[src/rtl/core/xor_delta_run_bit_packer_assert.svh]
// assertion helpers used by the rtl file xdrbp_emit.sv
`ifndef XOR_DELTA_RUN_BIT_PACKER_ASSERT_SVH
`define XOR_DELTA_RUN_BIT_PACKER_ASSERT_SVH

// checked only out of reset
`define XDRBP_ASSERT(lbl, clk, rstn, prop, msg) \
    lbl: assert property (@(posedge clk) disable iff (!rstn) prop) else $error(msg);

// checked at every edge, reset included
`define XDRBP_ASSERT_ALWAYS(lbl, clk, prop, msg) \
    lbl: assert property (@(posedge clk) prop) else $error(msg);

`endif

[src/rtl/core/xdrbp_pkg.sv]
package xdrbp_pkg;

    // one input item as held in the input register
    typedef struct packed {
        logic [7:0] in_byte;
        logic       last_byte;
    } t_item;

    // packed bytes produced by one item, lowest byte first
    typedef struct packed {
        logic [23:0] bytes;
        logic [1:0]  count;
        logic        eos;
    } t_burst;

    localparam logic [1:0] RUN_MAX  = 2'd3;
    localparam logic       FLAG_RUN = 1'b1;
    localparam logic       FLAG_LIT = 1'b0;

endpackage

[src/rtl/core/xdrbp_if.sv]
// input channel: raw bytes
interface xdrbp_in_if;
    logic       valid;
    logic       ready;
    logic [7:0] in_byte;
    logic       last_byte;

    modport source (output valid, output in_byte, output last_byte, input ready);
    modport sink   (input valid, input in_byte, input last_byte, output ready);
endinterface

// output channel: packed bytes
interface xdrbp_out_if;
    logic       valid;
    logic       ready;
    logic [7:0] out_byte;
    logic       last_of_item;
    logic       end_of_stream;

    modport source (output valid, output out_byte, output last_of_item,
                    output end_of_stream, input ready);
    modport sink   (input valid, input out_byte, input last_of_item,
                    input end_of_stream, output ready);
endinterface

[src/rtl/core/xdrbp_coder.sv]
module xdrbp_coder (
    input  logic             i_clk,
    input  logic             i_rst_n,
    input  xdrbp_pkg::t_item i_item,
    input  logic             i_step,
    output xdrbp_pkg::t_burst o_burst
);

    // position of the highest set bit plus one
    function automatic logic [3:0] sig_length(input logic [7:0] v);
        logic [3:0] l;
        l = 4'd0;
        for (int i = 0; i < 8; i++) begin
            if (v[i]) begin
                l = 4'(i + 1);
            end
        end
        return l;
    endfunction

    logic       r_started,   n_started;
    logic [7:0] r_prior,     n_prior;
    logic [7:0] r_past,      n_past;
    logic       r_run_open,  n_run_open;
    logic [1:0] r_run_extra, n_run_extra;
    logic [7:0] r_pack_bits, n_pack_bits;
    logic [2:0] r_pack_fill, n_pack_fill;

    logic [7:0]  delta;
    logic        same;
    logic        extend;
    logic        close;
    logic [3:0]  len;
    logic [12:0] lit;
    logic [16:0] code;
    logic [4:0]  code_n;
    logic [23:0] acc;
    logic [4:0]  total;
    logic [1:0]  full;
    logic [2:0]  rem;
    logic [1:0]  count;

    // code the item against the current stream state
    always_comb begin
        delta  = r_prior ^ i_item.in_byte;
        same   = (delta == r_past);
        extend = r_started && r_run_open && same && (r_run_extra != xdrbp_pkg::RUN_MAX);
        close  = r_started && r_run_open && !extend;
        len    = sig_length(delta);
        lit    = {delta, len, xdrbp_pkg::FLAG_LIT};

        code        = '0;
        code_n      = '0;
        n_started   = r_started;
        n_prior     = r_prior;
        n_past      = r_past;
        n_run_open  = r_run_open;
        n_run_extra = r_run_extra;

        if (!r_started) begin
            // raw first byte
            code      = {9'd0, i_item.in_byte};
            code_n    = 5'd8;
            n_started = 1'b1;
            n_prior   = i_item.in_byte;
        end else begin
            n_prior = i_item.in_byte;
            if (extend) begin
                n_run_extra = r_run_extra + 2'd1;
            end else begin
                if (close) begin
                    code        = {15'd0, r_run_extra};
                    code_n      = 5'd2;
                    n_run_open  = 1'b0;
                    n_run_extra = 2'd0;
                end
                if (same) begin
                    code        = code | (17'(xdrbp_pkg::FLAG_RUN) << code_n);
                    code_n      = code_n + 5'd1;
                    n_run_open  = 1'b1;
                    n_run_extra = 2'd0;
                end else begin
                    code   = code | (17'(lit) << code_n);
                    code_n = code_n + 5'd5 + {1'b0, len};
                    n_past = delta;
                end
            end
        end

        // end of stream closes an open run
        if (i_item.last_byte && n_run_open) begin
            code   = code | (17'(n_run_extra) << code_n);
            code_n = code_n + 5'd2;
        end

        // append to the held bits
        acc   = {16'd0, r_pack_bits} | (24'(code) << r_pack_fill);
        total = {2'd0, r_pack_fill} + code_n;
        full  = total[4:3];
        rem   = total[2:0];
        count = full + {1'b0, (i_item.last_byte && (rem != 3'd0))};

        case (full)
            2'd0:    n_pack_bits = acc[7:0];
            2'd1:    n_pack_bits = acc[15:8];
            default: n_pack_bits = acc[23:16];
        endcase
        n_pack_fill = rem;

        // stream over: back to the start
        if (i_item.last_byte) begin
            n_started   = 1'b0;
            n_prior     = '0;
            n_past      = '0;
            n_run_open  = 1'b0;
            n_run_extra = '0;
            n_pack_bits = '0;
            n_pack_fill = '0;
        end

        o_burst.bytes = acc;
        o_burst.count = count;
        o_burst.eos   = i_item.last_byte;
    end

    // stream state
    always_ff @(posedge i_clk) begin
        if (!i_rst_n) begin
            r_started   <= 1'b0;
            r_prior     <= '0;
            r_past      <= '0;
            r_run_open  <= 1'b0;
            r_run_extra <= '0;
            r_pack_bits <= '0;
            r_pack_fill <= '0;
        end else if (i_step) begin
            r_started   <= n_started;
            r_prior     <= n_prior;
            r_past      <= n_past;
            r_run_open  <= n_run_open;
            r_run_extra <= n_run_extra;
            r_pack_bits <= n_pack_bits;
            r_pack_fill <= n_pack_fill;
        end
    end

endmodule

[src/rtl/core/xdrbp_emit.sv]
`include "xor_delta_run_bit_packer_assert.svh"

module xdrbp_emit (
    input  logic              i_clk,
    input  logic              i_rst_n,
    input  xdrbp_pkg::t_burst i_burst,
    input  logic              i_load_req,
    output logic              o_load_ok,
    xdrbp_out_if.source       o_out
);

    logic        r_valid;
    logic [1:0]  r_idx;
    logic [1:0]  r_cnt;
    logic        r_eos;
    logic [23:0] r_bytes;

    logic fire;
    logic last_beat;
    logic load;

    // output side of the burst buffer
    always_comb begin
        last_beat = (r_idx == (r_cnt - 2'd1));
        fire      = o_out.valid && o_out.ready;
        o_load_ok = !r_valid || (fire && last_beat) || (i_burst.count == 2'd0);
        load      = i_load_req && o_load_ok && (i_burst.count != 2'd0);

        o_out.valid         = r_valid;
        o_out.last_of_item  = last_beat;
        o_out.end_of_stream = last_beat && r_eos;
        case (r_idx)
            2'd0:    o_out.out_byte = r_bytes[7:0];
            2'd1:    o_out.out_byte = r_bytes[15:8];
            default: o_out.out_byte = r_bytes[23:16];
        endcase
    end

    // burst control
    always_ff @(posedge i_clk) begin
        if (!i_rst_n) begin
            r_valid <= 1'b0;
            r_idx   <= '0;
            r_cnt   <= '0;
        end else if (load) begin
            r_valid <= 1'b1;
            r_idx   <= '0;
            r_cnt   <= i_burst.count;
        end else if (fire) begin
            if (last_beat) begin
                r_valid <= 1'b0;
            end else begin
                r_idx <= r_idx + 2'd1;
            end
        end
    end

    // burst payload
    always_ff @(posedge i_clk) begin
        if (load) begin
            r_bytes <= i_burst.bytes;
            r_eos   <= i_burst.eos;
        end
    end

    `XDRBP_ASSERT(a_idx_in_burst, i_clk, i_rst_n, r_valid |-> (r_idx < r_cnt), "index beyond burst")
    `XDRBP_ASSERT(a_drain_empties, i_clk, i_rst_n, (fire && last_beat && !load) |=> !r_valid, "burst not emptied")
    `XDRBP_ASSERT(a_eos_on_last, i_clk, i_rst_n, (o_out.valid && o_out.end_of_stream) |-> o_out.last_of_item, "end of stream off item end")
    `XDRBP_ASSERT_ALWAYS(a_reset_empty, i_clk, !i_rst_n |=> !r_valid, "burst valid after reset")

endmodule

[src/rtl/core/xor_delta_run_bit_packer.sv]
// Byte stream compressor: the first byte goes out raw, later bytes as XOR
// deltas coded as run flags with 2-bit repeat counts or as length-prefixed
// literals, packed LSB first into bytes; last_byte ends the stream, closes an
// open run and flushes the partial byte. An accepted byte is held in the
// input register, coded combinationally and its packed bytes (zero to three)
// go to a burst buffer once it has room, which drives the output channel.
// The single-byte output channel sets the rate: an item yielding k bytes
// holds the output until all k (at most two, three at end of stream) are out,
// an item yielding none skips it; with one-byte items input is taken every
// cycle while the output keeps pace. No clearing pass is needed after reset.
module xor_delta_run_bit_packer (
    input  logic        i_clk,
    input  logic        i_rst_n,
    xdrbp_in_if.sink    i_in,
    xdrbp_out_if.source o_out
);

    logic             r_in_valid;
    xdrbp_pkg::t_item r_item;
    xdrbp_pkg::t_burst w_burst;
    logic             w_load_ok;
    logic             accept;
    logic             step;

    // input register handshake
    always_comb begin
        i_in.ready = !r_in_valid || w_load_ok;
        accept     = i_in.valid && i_in.ready;
        step       = r_in_valid && w_load_ok;
    end

    // input register control
    always_ff @(posedge i_clk) begin
        if (!i_rst_n) begin
            r_in_valid <= 1'b0;
        end else if (accept) begin
            r_in_valid <= 1'b1;
        end else if (w_load_ok) begin
            r_in_valid <= 1'b0;
        end
    end

    // input register payload
    always_ff @(posedge i_clk) begin
        if (accept) begin
            r_item.in_byte   <= i_in.in_byte;
            r_item.last_byte <= i_in.last_byte;
        end
    end

    xdrbp_coder u_coder (
        .i_clk   (i_clk),
        .i_rst_n (i_rst_n),
        .i_item  (r_item),
        .i_step  (step),
        .o_burst (w_burst)
    );

    xdrbp_emit u_emit (
        .i_clk      (i_clk),
        .i_rst_n    (i_rst_n),
        .i_burst    (w_burst),
        .i_load_req (r_in_valid),
        .o_load_ok  (w_load_ok),
        .o_out      (o_out)
    );

endmodule
[src/flat_wrapper.sv]
// flat-port wrapper written by rule: the top's interface ports become plain ports
module xor_delta_run_bit_packer_flat 
  (i_clk, i_rst_n, i_in_valid, i_in_in_byte, i_in_last_byte, i_in_ready, o_out_valid, o_out_out_byte, o_out_last_of_item, o_out_end_of_stream, o_out_ready);
  xdrbp_in_if i_in_i ();
  xdrbp_out_if o_out_i ();
  input  logic i_clk;
  input  logic i_rst_n;
  input wire logic [$bits(i_in_i.valid)-1:0] i_in_valid;
  input wire logic [$bits(i_in_i.in_byte)-1:0] i_in_in_byte;
  input wire logic [$bits(i_in_i.last_byte)-1:0] i_in_last_byte;
  output wire logic [$bits(i_in_i.ready)-1:0] i_in_ready;
  output wire logic [$bits(o_out_i.valid)-1:0] o_out_valid;
  output wire logic [$bits(o_out_i.out_byte)-1:0] o_out_out_byte;
  output wire logic [$bits(o_out_i.last_of_item)-1:0] o_out_last_of_item;
  output wire logic [$bits(o_out_i.end_of_stream)-1:0] o_out_end_of_stream;
  input wire logic [$bits(o_out_i.ready)-1:0] o_out_ready;
  assign i_in_i.valid = i_in_valid;
  assign i_in_i.in_byte = i_in_in_byte;
  assign i_in_i.last_byte = i_in_last_byte;
  assign i_in_ready = i_in_i.ready;
  assign o_out_valid = o_out_i.valid;
  assign o_out_out_byte = o_out_i.out_byte;
  assign o_out_last_of_item = o_out_i.last_of_item;
  assign o_out_end_of_stream = o_out_i.end_of_stream;
  assign o_out_i.ready = o_out_ready;
  xor_delta_run_bit_packer u_core (.i_clk(i_clk), .i_rst_n(i_rst_n), .i_in(i_in_i), .o_out(o_out_i));
endmodule
[config.mk]
export PLATFORM = sky130hd
export DESIGN_NAME = xor_delta_run_bit_packer_flat
export DESIGN_NICKNAME = d
export VERILOG_FILES = /design/src/rtl/core/xdrbp_pkg.sv /design/src/rtl/core/xdrbp_if.sv /design/src/rtl/core/xdrbp_coder.sv /design/src/rtl/core/xdrbp_emit.sv /design/src/rtl/core/xor_delta_run_bit_packer.sv /design/src/flat_wrapper.sv
export VERILOG_INCLUDE_DIRS = /design/src /design/src/rtl/core
export SDC_FILE = /design/constraint.sdc
export NUM_CORES = 1
export LEC_CHECK = 0
export ABC_AREA = 1
export BUFFER_PORTS_ARGS = -buffer_cell sky130_fd_sc_hd__buf_2
export CORE_MARGIN = 5
export CORE_UTILIZATION = 55
export CTS_BUF_LIST = sky130_fd_sc_hd__clkbuf_8
export CTS_CLUSTER_SIZE = 14
export DETAILED_ROUTE_END_ITERATION = 8
export GPL_ROUTABILITY_DRIVEN = 0
export PLACE_DENSITY = 0.71
export SLEW_MARGIN = 20
export SYNTH_ARGS = -nofsm -noshare
export SYNTH_HDL_FRONTEND = slang
export SYNTH_SLANG_ARGS = --single-unit
[constraint.sdc]
create_clock -name i_clk -period 6.2 [get_ports i_clk]
set_clock_uncertainty 0.1 [all_clocks]
set_input_delay 0 -clock i_clk [delete_from_list [all_inputs] [get_ports i_clk]]
set_output_delay 0 -clock i_clk [all_outputs]
set_load 0.02 [all_outputs]
### After elaboration in Yosys (flattened, before gate mapping)

Index checks and enable logic that the tools add are counted.

* bits in registers: 71
* input port bits: 13
* output and inout bits: 12
* word-level logic and storage cells: 120

* add/subtract/negate cells: 9
* equality and inequality tests: 7
* shift-type cells: 4
* muxes and demuxes: 47
* bitwise gates (word level): 7
* reduce and logical (&&, ||, !) cells: 31

Operator list (count)
* 17-bit 2-to-1 mux: 6
* 17-bit OR: 3
* 8-bit 2-to-1 mux: 6
* 8-bit one-hot mux with 2 select lines: 2
* 5-bit 2-to-1 mux: 6
* 4-bit 2-to-1 mux: 7
* 8-bit by 24-bit OR with 24-bit output: 1
* 17-bit by 3-bit left shift with 24-bit output: 1
* 1-bit by 5-bit left shift with 17-bit output (first input constant): 1
* 13-bit by 5-bit left shift with 17-bit output: 1
* 2-bit by 5-bit left shift with 17-bit output: 1
* 2-bit 2-to-1 mux: 7
* 1-bit logical AND: 12
* 1-bit 2-to-1 mux: 12
* 2-bit nonzero test: 5
* 8-bit equality test: 1
* 8-bit bitwise XOR: 1
* 2-bit logical NOT: 3
* 3-bit by 5-bit adder with 5-bit output: 1
* 5-bit by 1-bit adder with 5-bit output (second input constant): 1
* 5-bit by 2-bit adder with 5-bit output (second input constant): 1
* 5-bit by 3-bit adder with 5-bit output (second input constant): 1
* 5-bit by 4-bit adder with 5-bit output: 1
* 2-bit by 1-bit adder with 2-bit output (second input constant): 2
* 14 further kinds: 22

### Depth between registers and ports, before layout

* depth after elaboration: 26
* gate-level depth with buffers: 34
* mapped depth without buffers: 34

### Modules after synthesis

A second synthesis with hierarchy kept.

* cell total of the unflattened synthesis: 704
* area, all modules: 4828.4 um2

Modules (own cells, without submodules)
* xdrbp_coder: times used 1, cells an instance 583, area each 3245.6 um2, seq. area each 620.6 um2
* xdrbp_emit: times used 1, cells an instance 103, area each 1253.7 um2, seq. area each 850.8 um2
* xor_delta_run_bit_packer: times used 1, cells an instance 18, area each 329.1 um2, seq. area each 290.3 um2

### Worst setup path before layout

OpenSTA, ideal clock, no wires.

* path kind: reg-to-reg
* from: reg u_core.r_item[8] in the netlist's numbering
* to: reg u_core.u_emit.r_bytes[0] (enable)
* setup time: 380 ps
* arrival time: 4530 ps
* required time: 5720 ps
* setup slack: 1190 ps
* cell stages (with the launch flop): 31
* path buffers: 0
* clock period less this slack: 5010 ps
* path through: edfxtp_1 inv_1 nand2_1 nand2_2 nand2_1 nand2_1 nand2_2 nor2_1 nand3_1 nand2_1 inv_1 fa_1 inv_1 nand2_1 nand3_1 inv_1 ha_1 nand2_1 nand2_1 ha_1 xor2_1 or3_1 nand2_1 nand2_1 nand2_1 nand3_4 nand2_4 nand2_4 inv_1 nand2_2 inv_1

* cells in the longest elaborated chain, start to end: 24
* elaborated cells between the ends (all ways): 32
* those cells by class: add/sub (6); eq/ne (1); mux (12); bitwise (1); reduce/logical (12)

RTL lines
* start, declared: RTL line xor_delta_run_bit_packer.sv:19 `xdrbp_pkg::t_item r_item;`
* 8-bit bitwise XOR (*): RTL line xdrbp_coder.sv:45 `delta = r_prior ^ i_item.in_byte;`
* 8-bit equality test: RTL line xdrbp_coder.sv:46 `same = (delta == r_past);`
* 1-bit logical AND (2 in a row): RTL line xdrbp_coder.sv:47 `extend = r_started && r_run_open && same && (r_run_extra != xdrbp_pkg::RUN_MAX);`
* 1-bit logical NOT: RTL line xdrbp_coder.sv:48 `close = r_started && r_run_open && !extend;`
* 1-bit logical AND: RTL line xdrbp_coder.sv:48
* 2-bit 2-to-1 mux: RTL line xdrbp_coder.sv:71 `if (close) begin`
* 5-bit 2-to-1 mux: RTL line xdrbp_coder.sv:68 `if (extend) begin`
* 5-bit 2-to-1 mux: RTL line xdrbp_coder.sv:60 `if (!r_started) begin`
* (+8 left out)
* 3-bit nonzero test: RTL line xdrbp_coder.sv:101 `count = full + {1'b0, (i_item.last_byte && (rem != 3'd0))};`
* 1-bit logical AND: RTL line xdrbp_coder.sv:101
* 2-bit by 1-bit adder with 2-bit output (*): RTL line xdrbp_coder.sv:101
* 2-bit logical NOT: RTL line xdrbp_emit.sv:26 `o_load_ok = !r_valid || (fire && last_beat) || (i_burst.count == 2'd0);`
* 1-bit logical OR: RTL line xdrbp_emit.sv:26
* 1-bit logical AND: RTL line xdrbp_emit.sv:27 `load = i_load_req && o_load_ok && (i_burst.count != 2'd0);`
* 1-bit logical AND (*): RTL line xdrbp_emit.sv:27
* via u_core.u_emit.load: RTL line xdrbp_emit.sv:20 `logic load;`
* end signal, assigned: RTL line xdrbp_emit.sv:61 `r_bytes <= i_burst.bytes;`
* end, declared: RTL line xdrbp_emit.sv:16 `logic [23:0] r_bytes;`

The timed path passes the listed nets; every way through them passes the cells marked *. The select of a mux whose other input is x is not followed.
A chain may end at the register's enable or synchronous reset.

### Worst setup path after layout

* from: reg u_core.r_item[8] in the netlist's numbering
* to: reg u_core.u_emit.r_idx[0]

* cells in the longest elaborated chain, start to end: 25
* elaborated cells between the ends (all ways): 33
* those cells by class: add/sub (6); eq/ne (1); mux (12); bitwise (1); reduce/logical (13)

RTL lines
* 8-bit bitwise XOR (*): RTL line xdrbp_coder.sv:45
* 8-bit equality test: RTL line xdrbp_coder.sv:46
* 1-bit logical AND (2 in a row): RTL line xdrbp_coder.sv:47
* 1-bit logical NOT: RTL line xdrbp_coder.sv:48
* 1-bit logical AND: RTL line xdrbp_coder.sv:48
* 2-bit 2-to-1 mux: RTL line xdrbp_coder.sv:71
* 5-bit 2-to-1 mux: RTL line xdrbp_coder.sv:68
* 5-bit 2-to-1 mux: RTL line xdrbp_coder.sv:60
* (+8 left out)
* 3-bit nonzero test: RTL line xdrbp_coder.sv:101
* 1-bit logical AND: RTL line xdrbp_coder.sv:101
* 2-bit by 1-bit adder with 2-bit output (*): RTL line xdrbp_coder.sv:101
* 2-bit logical NOT: RTL line xdrbp_emit.sv:26
* 1-bit logical OR: RTL line xdrbp_emit.sv:26
* 1-bit logical AND: RTL line xdrbp_emit.sv:27
* 1-bit logical AND (*): RTL line xdrbp_emit.sv:27
* 2-bit OR reduction (no line) (*)
* end signal, assigned: RTL line xdrbp_emit.sv:53 `r_idx <= r_idx + 2'd1;`
* end, declared: RTL line xdrbp_emit.sv:13 `logic [1:0] r_idx;`

Mark *: on every way between the ends. The rest lies on a longest branch, timed or not. The select of a mux whose other input is x is not followed.

==> results.py <==
metrics = {
    "critical_path": {
        "max_stage_delay_ns": 0.55,
        "slowest_stage": "fa_1",
        "cp_common_cell": "nand2_1",
        "worstPathRequired_ns": 6.40,
        "crit_fanout": 24,
        "crit_end": "u_core.u_emit.r_idx[0]$_SDFFE_PP0P_",
        "critPathLaunch": "u_core.r_item[8]$_DFFE_PP_",
        "reg2reg_from": "u_core.r_item[8]$_DFFE_PP_",
        "reg2reg_to": "u_core.u_emit.r_idx[0]$_SDFFE_PP0P_",
        "worstSetupEndpointType": "flip-flop",
        "crit_path_start_kind": "flip-flop",
        "arrival_ns": 5.90,
        "r2r_slack_ns": 0.50,
        "crit_type": "flip-flop to flip-flop",
        "r2r_cells": 32,
    },
    "cts": {
        "cts_tree": "done",
        "clock_path_buffers": 2,
        "cts_made_buffers": 9,
        "ctsRootBufferMaster": "clkbuf_8",
        "cts_sinks": 71,
        "cts_setup_buffers": 0,
        "clk_pin_slew_ns": 0.08,
        "clk_latency_ns": 0.36,
        "cts-htree-levels": 3,
    },
    "yosys": {
        "synth_compound_area_share_pct": 10.2,
        "synthAdderAreaFrac_pct": 3.20,
        "async_reset_ff_share_pct": 0,
        "synthTopCellsByCount": "nand2_1, inv_1, nand3_1",
        "synth_most_common_cell": "nand2_1",
        "synth_mux_area_share_pct": 0.420,
        "yosys_warnings": 0,
        "ys_types": 42,
        "synth.largest_area_cell": "nand2_1",
        "ys_seq_area_share_pct": 36.9,
        "syn_area_um2": 4770,
        "synth_flop_cell": "dfxtp_1",
        "synth_top_area_share_pct": 21.9,
        "synth-simple-area-share_pct": 38.9,
        "synth_seq_cells": 71,
        "syn_inst": 706,
        "synth_top_family_by_area": "simple AND/OR/NAND/NOR gates",
        "synth_edf_count": 34,
        "avgSynthCellArea_um2": 6.75,
        "synth.area.top_cells": "nand2_1, edfxtp_1, dfxtp_1",
        "synthXorXnorAreaFrac_pct": 0.918,
    },
    "route": {
        "vias_per_cell": 5.28,
        "initialDrtViolationCount": 287,
        "via_count": 4475,
        "route.detailed.drc": 0,
        "drt_first_pass_iters": 5,
        "wirelength_um": 11500,
        "wire_per_inst_um": 13.5,
        "ant_nets": 0,
    },
    "global_routing": {
        "antenna_found_initial": 0,
        "grt_pass1_wl_um": 19200,
        "grt_overflow": 0,
        "grt_pass1_vias": 4172,
        "grtUsageTotal_pct": 23.1,
        "grt_max_degree": 36,
    },
    "floorplan": {
        "ios": 25,
        "core.rowCount": 34,
        "dieArea_um2": 10600,
        "die_x_um": 103,
        "die-height_um": 103,
        "start_util_pct": 55.5,
        "core_area_um2": 8590,
    },
    "final_layout": {
        "layout.nets": 759,
        "areaGrowthSynthToFinish_pct": 9.81,
        "final_layout_size_suffix_gt1_share_pct": 11.4,
        "design_area_um2": 5240,
        "final_core_util_pct": 60.9,
        "antenna_cells": 0,
    },
    "timing": {
        "fin_hold_ws_ns": 0.249,
        "slew_violations": 0,
        "max_freq_mhz": 175,
        "setup_tns_ns": 0,
        "setup_viol": 0,
        "worst_pin_slew_ns": 1.09,
        "hold_violations": 0,
        "rsz0062_at_grt": "no",
        "fin_crit_ns": 5.70,
        "period_share_pct": 92.0,
        "slew_headroom_pct": 26.9,
    },
    "worst_hold_path": {
        "hold_class": "input port to flip-flop",
    },
    "placed_design": {
        "placed_cell_area_um2": 4930,
        "portBuffers": 24,
        "place_hpwl_um": 8660,
    },
    "pwr": {
        "power_mw": 1.06,
        "power.leakage_nw": 2.47,
        "ir_drop_v": 0.000105,
        "p_per_area_nw_per_um2": 202,
    },
    "status": {
        "status": "finished, final reports clean",
    },
    "run": {
        "drv_cap": 0,
    },
}
worst min-delay path by stage:
stage,from,endpoint,slack [ns],depth (start not counted)
after floorplan,i_in_last_byte,u_core.r_item[0]$_DFFE_PP_,-0.001,0
after global placement,i_in_in_byte[4],u_core.r_item[5]$_DFFE_PP_,0.08,1
after detailed placement,i_in_last_byte,u_core.r_item[0]$_DFFE_PP_,0.08,1
after CTS,i_in_in_byte[3],u_core.r_item[4]$_DFFE_PP_,0.24,2
after global routing,i_in_last_byte,u_core.r_item[0]$_DFFE_PP_,0.23,2
final,i_in_in_byte[4],u_core.r_item[5]$_DFFE_PP_,0.25,2
repair_timing:
action / 4_1_cts / 5_1_grt
endpoints found under the setup margin: 0 / 26
resized for setup: 0 / 2
hold buffers: 13 / 0
endpoints found under the hold margin: 13 / 0
layer usage:
layer | track usage [%] | vias to the layer above | part of all wire, %
met4 | 9.26 | 0 | 2.5
met3 | 5.01 | 26 | 4.5
met5 | 0 | - | 0
met2 | 39.8 | 126 | 49
li1 | - | 2312 | -
met1 | 28.0 | 2011 | 44
registers in the layout, indices dropped and copies added (netlist names):
register                    count
u_core.r_in_valid               1
u_core.r_item                   9
u_core.u_coder.r_pack_bits      8
u_core.u_coder.r_pack_fill      3
u_core.u_coder.r_past           8
u_core.u_coder.r_prior          8
u_core.u_coder.r_run_extra      2
u_core.u_coder.r_run_open       1
u_core.u_coder.r_started        1
u_core.u_emit.o_out.valid       1
u_core.u_emit.r_bytes          24
u_core.u_emit.r_cnt             2
u_core.u_emit.r_eos             1
u_core.u_emit.r_idx             2
layout by cell type, fill, tap and decap left out, drive strengths merged, types with 5 or more instances in the layout:
master,count
a21oi,47
a22oi,8
buf,26
clkbuf,9
clkinv,8
dfxtp,37
dlygate4sd3,13
edfxtp,34
ha,9
inv,88
nand2,302
nand3,68
nand4,5
nor2,33
o211ai,7
o21ai,19
final cells by class:
type	count	area [µm²]
fillers	848	3360
multi-input cells	524	2570
flip-flops and latches	71	1760
inverters	90	339
repair buffers	39	265
well taps	108	135
clock buffers	9	124
clock inverters	7	40.0
where the power goes:
part | internal (mW) | switching (mW) | leakage [nW]
logic | 0.0654 | 0.137 | 1.76
clock network | 0.141 | 0.181 | 0.0862
registers | 0.517 | 0.0135 | 0.623
logic make-up (layout without fill, tap and decap cells):
family                     count (synthesis)  count (layout)
and+or+nand+nor                          418             418
buffers and inverters                    112             145
AOI/OAI and AO/OA                         86              86
DFF                                       71              71
adders and majority gates                 11              11
xor gates and xnor gates                   5               5
muxes                                      2               2
other                                      1               2
metrics by stage:
stage | cells | worst slack, ns
2_1_floorplan | 707 | 1.19
3_3_place_gp | 819 | 0.682
3_5_place_dp | 819 | 0.467
4_1_cts | 848 | 0.291
5_1_grt | 848 | 0.0215
6_report | 848 | 0.498
critical path: cells and delay by family (launching register included):
family                     cells  cell delay, ns
DFF                            1            0.44
buffers and inverters          6            1.12
adders and majority gates      3            1.12
xor gates and xnor gates       1            0.19
and+or+nand+nor               22            2.67
Power figures use the tool's default switching activity.
